==> src/design/ffa_pkg.sv <==
// ----------------------------------------------------------------------------
// ffa_pkg
// Shared types and constants for the first-fit heap allocator: header entry
// layout, memory write port bundle, heap geometry and status codes.
// ----------------------------------------------------------------------------
package ffa_pkg;

    localparam int HEAP_BYTES    = 65536;
    localparam int HEADER_BYTES  = 20;
    localparam int PAGE_BYTES    = 4096;
    localparam int INITIAL_BYTES = 16384;
    localparam int MIN_REST      = 16;
    localparam int ALIGN_BYTES   = 8;
    localparam int GRAIN         = 4;
    localparam int DEPTH         = HEAP_BYTES / GRAIN;
    localparam int IDX_W         = $clog2(DEPTH);
    localparam int OFF_W         = 16;
    localparam int SIZE_W        = 17;

    localparam logic [2:0] ST_OK      = 3'd0;
    localparam logic [2:0] ST_NULL    = 3'd1;
    localparam logic [2:0] ST_NOSPACE = 3'd2;
    localparam logic [2:0] ST_BADPTR  = 3'd3;
    localparam logic [2:0] ST_DOUBLE  = 3'd4;

    typedef struct packed {
        logic              valid;
        logic              is_free;
        logic              is_last;
        logic [SIZE_W-1:0] size;
        logic [IDX_W-1:0]  prev;
    } entry_t;

    typedef struct packed {
        logic             we;
        logic [IDX_W-1:0] idx;
        entry_t           data;
    } mem_wr_t;

endpackage

==> src/design/ffa_ctrl.sv <==
// ----------------------------------------------------------------------------
// ffa_ctrl
// Sequencer: clears the header table after reset, walks the chain for
// allocation, splits and grows blocks, and frees with coalescing.
// ----------------------------------------------------------------------------
module ffa_ctrl
    import ffa_pkg::*;
(
    input  logic              clk,
    input  logic              rst_n,
    input  logic              in_valid,
    output logic              in_ready,
    input  logic              mode,
    input  logic [15:0]       request_size,
    input  logic [15:0]       block_address,
    input  logic [16:0]       max_bytes,
    output mem_wr_t           wr,
    output logic [IDX_W-1:0]  rd_idx,
    input  entry_t            rd_data,
    output logic              res_valid,
    input  logic              res_take,
    output logic [15:0]       res_addr,
    output logic [2:0]        res_status
);

    localparam logic [3:0] S_CLR   = 4'd0;
    localparam logic [3:0] S_IDLE  = 4'd1;
    localparam logic [3:0] S_ACHK  = 4'd2;
    localparam logic [3:0] S_AFIX  = 4'd3;
    localparam logic [3:0] S_AWE   = 4'd4;
    localparam logic [3:0] S_AGROW = 4'd5;
    localparam logic [3:0] S_ARD   = 4'd6;
    localparam logic [3:0] S_FCHK  = 4'd7;
    localparam logic [3:0] S_FNXT  = 4'd8;
    localparam logic [3:0] S_FWE   = 4'd9;
    localparam logic [3:0] S_FPCHK = 4'd10;
    localparam logic [3:0] S_FFIX  = 4'd11;
    localparam logic [3:0] S_FFIX2 = 4'd12;
    localparam logic [3:0] S_DONE  = 4'd13;

    localparam logic [17:0] HDR18  = 18'(HEADER_BYTES);
    localparam logic [18:0] PMASK  = 19'(PAGE_BYTES - 1);

    logic [3:0]        state_reg, state_next;
    logic [OFF_W-1:0]  off_reg, off_next;
    logic [SIZE_W-1:0] sz_reg, sz_next;
    entry_t            e_reg, e_next;
    logic              split_reg, split_next;
    logic              nmrg_reg, nmrg_next;
    logic              pmrg_reg, pmrg_next;
    logic [16:0]       mapped_end_reg, mapped_end_next;
    logic [IDX_W-1:0]  clr_reg, clr_next;
    logic [15:0]       res_addr_reg, res_addr_next;
    logic [2:0]        res_st_reg, res_st_next;

    logic [17:0]       rd_next_b;
    logic [17:0]       e_next_b;
    logic [17:0]       split_noff;
    logic [17:0]       need_b;
    logic [17:0]       new_end;
    logic [18:0]       rounded;
    logic [16:0]       lim;
    logic [15:0]       free_off;
    entry_t            init_e;

    always_comb
    begin
        rd_next_b  = 18'(off_reg) + HDR18 + 18'(rd_data.size);
        e_next_b   = 18'(off_reg) + HDR18 + 18'(e_reg.size);
        split_noff = 18'(off_reg) + HDR18 + 18'(sz_reg);
        need_b     = 18'(sz_reg) + HDR18;
        new_end    = 18'(mapped_end_reg) + need_b;
        rounded    = (19'(new_end) + PMASK) & ~PMASK;
        lim        = (max_bytes > 17'(HEAP_BYTES)) ? 17'(HEAP_BYTES) : max_bytes;
        free_off   = block_address - 16'(HEADER_BYTES);
        init_e          = '0;
        init_e.valid    = 1'b1;
        init_e.is_free  = 1'b1;
        init_e.is_last  = 1'b1;
        init_e.size     = 17'(INITIAL_BYTES - HEADER_BYTES);
    end

    always_comb
    begin
        state_next      = state_reg;
        off_next        = off_reg;
        sz_next         = sz_reg;
        e_next          = e_reg;
        split_next      = split_reg;
        nmrg_next       = nmrg_reg;
        pmrg_next       = pmrg_reg;
        mapped_end_next = mapped_end_reg;
        clr_next        = clr_reg;
        res_addr_next   = res_addr_reg;
        res_st_next     = res_st_reg;
        wr              = '0;
        rd_idx          = off_reg[OFF_W-1:2];
        in_ready        = 1'b0;
        res_valid       = 1'b0;

        case (state_reg)
            S_CLR:
            begin
                wr.we    = 1'b1;
                wr.idx   = clr_reg;
                wr.data  = (clr_reg == '0) ? init_e : '0;
                clr_next = clr_reg + 1'b1;
                if (&clr_reg)
                begin
                    state_next = S_IDLE;
                end
            end
            S_IDLE:
            begin
                in_ready      = 1'b1;
                res_addr_next = '0;
                nmrg_next     = 1'b0;
                pmrg_next     = 1'b0;
                if (in_valid)
                begin
                    if (!mode)
                    begin
                        if (request_size == '0)
                        begin
                            res_st_next = ST_NULL;
                            state_next  = S_DONE;
                        end
                        else
                        begin
                            sz_next    = (17'(request_size) + 17'(ALIGN_BYTES - 1))
                                         & ~17'(ALIGN_BYTES - 1);
                            off_next   = '0;
                            rd_idx     = '0;
                            state_next = S_ACHK;
                        end
                    end
                    else if (block_address == '0)
                    begin
                        res_st_next = ST_NULL;
                        state_next  = S_DONE;
                    end
                    else if (block_address < 16'(HEADER_BYTES) || free_off[1:0] != 2'd0)
                    begin
                        res_st_next = ST_BADPTR;
                        state_next  = S_DONE;
                    end
                    else
                    begin
                        off_next   = free_off;
                        rd_idx     = free_off[OFF_W-1:2];
                        state_next = S_FCHK;
                    end
                end
            end
            S_ACHK:
            begin
                if (rd_data.is_free && rd_data.size >= sz_reg)
                begin
                    e_next = rd_data;
                    if (18'(rd_data.size) >= split_noff - 18'(off_reg) + 18'(MIN_REST))
                    begin
                        split_next      = 1'b1;
                        wr.we           = 1'b1;
                        wr.idx          = split_noff[OFF_W-1:2];
                        wr.data.valid   = 1'b1;
                        wr.data.is_free = 1'b1;
                        wr.data.is_last = rd_data.is_last;
                        wr.data.size    = 17'(18'(rd_data.size) - need_b);
                        wr.data.prev    = off_reg[OFF_W-1:2];
                        if (!rd_data.is_last)
                        begin
                            rd_idx     = rd_next_b[OFF_W-1:2];
                            state_next = S_AFIX;
                        end
                        else
                        begin
                            state_next = S_AWE;
                        end
                    end
                    else
                    begin
                        split_next = 1'b0;
                        state_next = S_AWE;
                    end
                end
                else if (rd_data.is_last)
                begin
                    if (new_end > 18'(lim))
                    begin
                        res_st_next = ST_NOSPACE;
                        state_next  = S_DONE;
                    end
                    else
                    begin
                        mapped_end_next = (rounded > 19'(lim)) ? lim : rounded[16:0];
                        wr.we = 1'b1;
                        if (rd_data.is_free)
                        begin
                            wr.idx       = off_reg[OFF_W-1:2];
                            wr.data      = rd_data;
                            wr.data.size = 17'(18'(rd_data.size) + need_b);
                            state_next   = S_ARD;
                        end
                        else
                        begin
                            wr.idx          = rd_next_b[OFF_W-1:2];
                            wr.data.valid   = 1'b1;
                            wr.data.is_free = 1'b1;
                            wr.data.is_last = 1'b1;
                            wr.data.size    = sz_reg;
                            wr.data.prev    = off_reg[OFF_W-1:2];
                            e_next          = rd_data;
                            state_next      = S_AGROW;
                        end
                    end
                end
                else
                begin
                    off_next = rd_next_b[OFF_W-1:0];
                    rd_idx   = rd_next_b[OFF_W-1:2];
                end
            end
            S_AFIX:
            begin
                wr.we      = 1'b1;
                wr.idx     = e_next_b[OFF_W-1:2];
                wr.data    = rd_data;
                wr.data.prev = split_noff[OFF_W-1:2];
                state_next = S_AWE;
            end
            S_AWE:
            begin
                wr.we           = 1'b1;
                wr.idx          = off_reg[OFF_W-1:2];
                wr.data         = e_reg;
                wr.data.is_free = 1'b0;
                if (split_reg)
                begin
                    wr.data.size    = sz_reg;
                    wr.data.is_last = 1'b0;
                end
                res_addr_next = off_reg + 16'(HEADER_BYTES);
                res_st_next   = ST_OK;
                state_next    = S_DONE;
            end
            S_AGROW:
            begin
                wr.we           = 1'b1;
                wr.idx          = off_reg[OFF_W-1:2];
                wr.data         = e_reg;
                wr.data.is_last = 1'b0;
                state_next      = S_ARD;
            end
            S_ARD:
            begin
                state_next = S_ACHK;
            end
            S_FCHK:
            begin
                if (!rd_data.valid)
                begin
                    res_st_next = ST_BADPTR;
                    state_next  = S_DONE;
                end
                else if (rd_data.is_free)
                begin
                    res_st_next = ST_DOUBLE;
                    state_next  = S_DONE;
                end
                else
                begin
                    e_next         = rd_data;
                    e_next.is_free = 1'b1;
                    if (!rd_data.is_last)
                    begin
                        rd_idx     = rd_next_b[OFF_W-1:2];
                        state_next = S_FNXT;
                    end
                    else
                    begin
                        state_next = S_FWE;
                    end
                end
            end
            S_FNXT:
            begin
                if (rd_data.is_free)
                begin
                    e_next.size    = 17'(18'(e_reg.size) + HDR18 + 18'(rd_data.size));
                    e_next.is_last = rd_data.is_last;
                    nmrg_next      = 1'b1;
                end
                state_next = S_FWE;
            end
            S_FWE:
            begin
                wr.we   = 1'b1;
                wr.idx  = off_reg[OFF_W-1:2];
                wr.data = e_reg;
                if (off_reg != '0)
                begin
                    rd_idx     = e_reg.prev;
                    state_next = S_FPCHK;
                end
                else
                begin
                    state_next = S_FFIX;
                end
            end
            S_FPCHK:
            begin
                if (rd_data.is_free)
                begin
                    wr.we           = 1'b1;
                    wr.idx          = e_reg.prev;
                    wr.data         = rd_data;
                    wr.data.size    = 17'(18'(rd_data.size) + HDR18 + 18'(e_reg.size));
                    wr.data.is_last = e_reg.is_last;
                    pmrg_next       = 1'b1;
                end
                state_next = S_FFIX;
            end
            S_FFIX:
            begin
                res_st_next = ST_OK;
                if (!e_reg.is_last && (nmrg_reg || pmrg_reg))
                begin
                    rd_idx     = e_next_b[OFF_W-1:2];
                    state_next = S_FFIX2;
                end
                else
                begin
                    state_next = S_DONE;
                end
            end
            S_FFIX2:
            begin
                wr.we        = 1'b1;
                wr.idx       = e_next_b[OFF_W-1:2];
                wr.data      = rd_data;
                wr.data.prev = pmrg_reg ? e_reg.prev : off_reg[OFF_W-1:2];
                state_next   = S_DONE;
            end
            S_DONE:
            begin
                res_valid = 1'b1;
                if (res_take)
                begin
                    state_next = S_IDLE;
                end
            end
            default:
            begin
                state_next = S_IDLE;
            end
        endcase
    end

    always_ff @(posedge clk or negedge rst_n)
    begin
        if (!rst_n)
        begin
            state_reg      <= S_CLR;
            clr_reg        <= '0;
            mapped_end_reg <= 17'(INITIAL_BYTES);
            split_reg      <= 1'b0;
            nmrg_reg       <= 1'b0;
            pmrg_reg       <= 1'b0;
        end
        else
        begin
            state_reg      <= state_next;
            clr_reg        <= clr_next;
            mapped_end_reg <= mapped_end_next;
            split_reg      <= split_next;
            nmrg_reg       <= nmrg_next;
            pmrg_reg       <= pmrg_next;
        end
    end

    always_ff @(posedge clk)
    begin
        off_reg      <= off_next;
        sz_reg       <= sz_next;
        e_reg        <= e_next;
        res_addr_reg <= res_addr_next;
        res_st_reg   <= res_st_next;
    end

    assign res_addr   = res_addr_reg;
    assign res_status = res_st_reg;

endmodule

==> config.mk <==
export PLATFORM = sky130hd
export DESIGN_NAME = ffa_ctrl
export DESIGN_NICKNAME = d
export VERILOG_FILES = /design/src/design/ffa_pkg.sv /design/src/design/ffa_ctrl.sv
export SDC_FILE = /design/constraint.sdc
export NUM_CORES = 1
export LEC_CHECK = 0
export ABC_AREA = 1
export BUFFER_PORTS_ARGS = -buffer_cell sky130_fd_sc_hd__buf_2
export CAP_MARGIN = 10
export CELL_PAD_IN_SITES_DETAIL_PLACEMENT = 1
export CELL_PAD_IN_SITES_GLOBAL_PLACEMENT = 1
export CORE_MARGIN = 4
export CORE_UTILIZATION = 24
export DETAILED_ROUTE_END_ITERATION = 10
export GPL_TIMING_DRIVEN = 0
export PLACE_DENSITY = 0.53
export SKIP_LAST_GASP = 1
export SLEW_MARGIN = 40
export SYNTH_ARGS = -nofsm -noshare
export SYNTH_HDL_FRONTEND = slang
export SYNTH_SLANG_ARGS = --single-unit
==> constraint.sdc <==
create_clock -name clk -period 7.27 [get_ports clk]
set_input_delay 0.727 -clock clk [delete_from_list [all_inputs] [get_ports clk]]
set_output_delay 0.727 -clock clk [all_outputs]
set_load 0.005 [all_outputs]
==> flow_summary.ini <==
[outcome]
run_status = finished, violations left
violations = negative setup slack

[synthesis]
async_reset_ff_share_pct = 31.40
synth_most_common_cell = nand2_1
synth-edff-count = 83
syn_area_per_cell_um2 = 6.491
synthTopCellsByArea = ha_1 (14%), nand2_1 (14%), edfxtp_1 (14%), inv_1 (7.9%), nand3_1 (5.7%)
seq_area_frac_synth_pct = 19.50
synth_seq_cells = 121
synth_cells = 2721
synth_area_leader_cell = ha_1
synth_flop_cell = edfxtp_1
synth_area_um2 = 17660
yosysUniqueCellTypes = 60
yosys_warnings = 0
synth_top_cell_area_share_pct = 14.38
syn-num-nets = 3019
yosys-top-cells-count = nand2_1 (670), inv_1 (370), nor2_1 (237)

[worst_setup_path]
reg2reg_to = e_reg[1]
critical_path_class = reg2out
rr_startpoint = sz_reg[4]
worst_ep_required_time_ns = 6.54
cp-start-kind = flop
cp_max_fo = 10
rrSetupSlack_ns = 1.05
cp_slowest_cell = xor2_4
end_kind = output pin
cp_top_family = simple AND/OR/NAND/NOR gates
crit_buf_inv = 6
cp.depth = 36
arrival_ns = 6.63
slowest_delay_ns = 0.44
ff2ff_path_depth = 33
cp_common_cell = nand2_2

[detailed_routing]
drc = 0
ant_nets = 0
vias_per_cell = 5.236
drt-total-wl_um = 104600
wl_per_cell_um = 26.32
drt_iter0_markers = 1528
dr_total_vias = 20813
dr.pass1.iters = 5

[global_routing]
grt_start_max_net_pins = 39
grt-ovfl-total = 0
grt_use_total_pct = 25.96
grt_pass1_wl_um = 147700
grt_pass1_vias = 21217
antenna_found_initial = 4

[power]
power_uw = 2105
power_frac_clock_pct = 44.0
max-vdd-ir-drop_mv = 0.1366
p_per_area_nw_per_um2 = 92.54
switchingPower_uw = 718.2
sw_frac_of_total_pct = 34.11
internal_power_uw = 1387
seqPwrFrac_pct = 35.0
p_comb_share_pct = 21.1
p_leak_uw = 0.01087

[cells_and_area]
drive_above_1_share_pct = 20.92
design_area_um2 = 22750
fin_util_pct = 31.18
fillers = 9070
fin_nets = 3297
seq_area_um2 = 3445
multi_input_area_um2 = 13810
largest_reg_flops = 34
area_growth_pct = 28.82

[place]
port_buffers = 169
post_dp_cell_area_um2 = 19840
routabilityCongestion = 0.9778
dp_hpwl_um = 85090

[cts]
cts_root_buffer = clkbuf_16
cts_max_level = 4
cts_buffers = 17
clkTransAtPathRegs_ns = 0.08
clk_latency_ns = 0.50
clock-sinks = 121
cts_tree = yes
clock_path_buffers = 2
cts_hold_buffers = 0

[worst_hold_path]
hp-class = in2async

[timing]
max_freq_mhz = 135.9
fin_ws_ns = -0.08711
hold_viol = 0
rsz0062_at_grt = true
min_period_ns = 7.357
worstMarginPinSlew_ns = 1.035
timing.final.max_slew_violations = 0
clock_skew_ns = 0.02101
slew_headroom_pct = 29.23
final-setup-viol-count = 26
fin_crit_sh_pct = 101.2
hold-worst-slack_ns = 0.2508

[floorplanning]
start_util_pct = 24.21
dieArea_um2 = 77990
fp.dieW_um = 279.3
io_pins = 172
die_y_um = 279.3
core_area_um2 = 72960
num_rows = 99

[flow_run]
maxCapViolCount = 0
## cells by family (layout without fill, tap and decap cells)
logic type	count (synthesis)	count (layout)	synth area share (%)
AO/OA/AOI/OAI	525	525	17.60
XOR/XNOR	120	120	5.951
adder cells (fa/ha/maj)	210	210	15.17
buffers and inverters	472	763	10.52
flip-flops	121	121	19.50
other	0	4	0
AND/OR/NAND/NOR	1273	1273	31.25
## how the worst max path moves through the flow
stage	from	to	slack, ns
after floorplan	off_reg[2]	wr[9]	1.26
after global placement	off_reg[4]	wr[17]	-1.43
after detailed placement	off_reg[4]	wr[17]	-1.32
after CTS	off_reg[2]	wr[23]	-0.14
after global routing	off_reg[3]	wr[41]	-0.30
final	off_reg[5]	wr[41]	-0.09
## power groups by stage
stage                     clock network (µW)  logic, µW  registers [µW]
after floorplan                            0        230             751
after detailed placement                   0        419             751
final                                    926        443             736
after global routing                     976        480             736
after global placement                     0        411             751
after CTS                                949        428             736
## stage by stage
| step | worst slack [ns] | TNS [ns] | std cells |
|---|---|---|---|
| 6_report | -0.08711 | -0.9189 | 3975 |
| 5_1_grt | -0.3015 | -12.33 | 3971 |
| 4_1_cts | -0.1382 | -1.956 | 3939 |
| 3_5_place_dp | -1.320 | -53.93 | 3857 |
| 3_3_place_gp | -1.434 | -98.46 | 3849 |
| 2_1_floorplan | 1.264 | 0 | 2721 |
## cell type report
class,count,area share [%]
inverter,392,6.654
antenna,4,0.04399
buffer,79,2.090
timing repair buffer,260,7.479
sequential,121,15.14
multi-input combinational,2128,60.69
clock buffer,21,2.167
tap,959,5.274
clock inverter,11,0.4674
## cell usage in the layout (no fill, tap or decap), drive strengths merged, types with 5 or more instances in the layout
cell type	n
a21oi	189
o21ai	178
or2	13
nand2	689
inv	382
o21bai	12
nand3b	12
fa	7
clkbuf	68
and3	5
o211ai	14
nand3	206
dfrtp	37
o2111ai	7
o21a	8
ha	203
o31ai	5
a21o	8
nand4	42
edfxtp	83
o22ai	35
a31oi	6
xor2	96
nor3	43
buf	292
a211oi	15
a221oi	23
o221ai	6
xnor2	24
clkinv	14
nor2	248
nor4	13
clkinvlp	6
## metal layers
metal	vias up	GRT usage [%]	routed length, µm
li1	9661	-	-
met1	10287	33.86	45300
met2	699	43.64	49070
met3	164	3.662	6234
met4	2	9.631	3997
met5	-	0	13
## timing repair
action                                  4_1_cts  5_1_grt
endpoints found under the setup margin       64       63
cloned                                        3        0
buffers inserted                             48       32
pin swaps                                    35       76
resized for setup                           200      140
No activity file was read; power rests on OpenSTA's default activity.
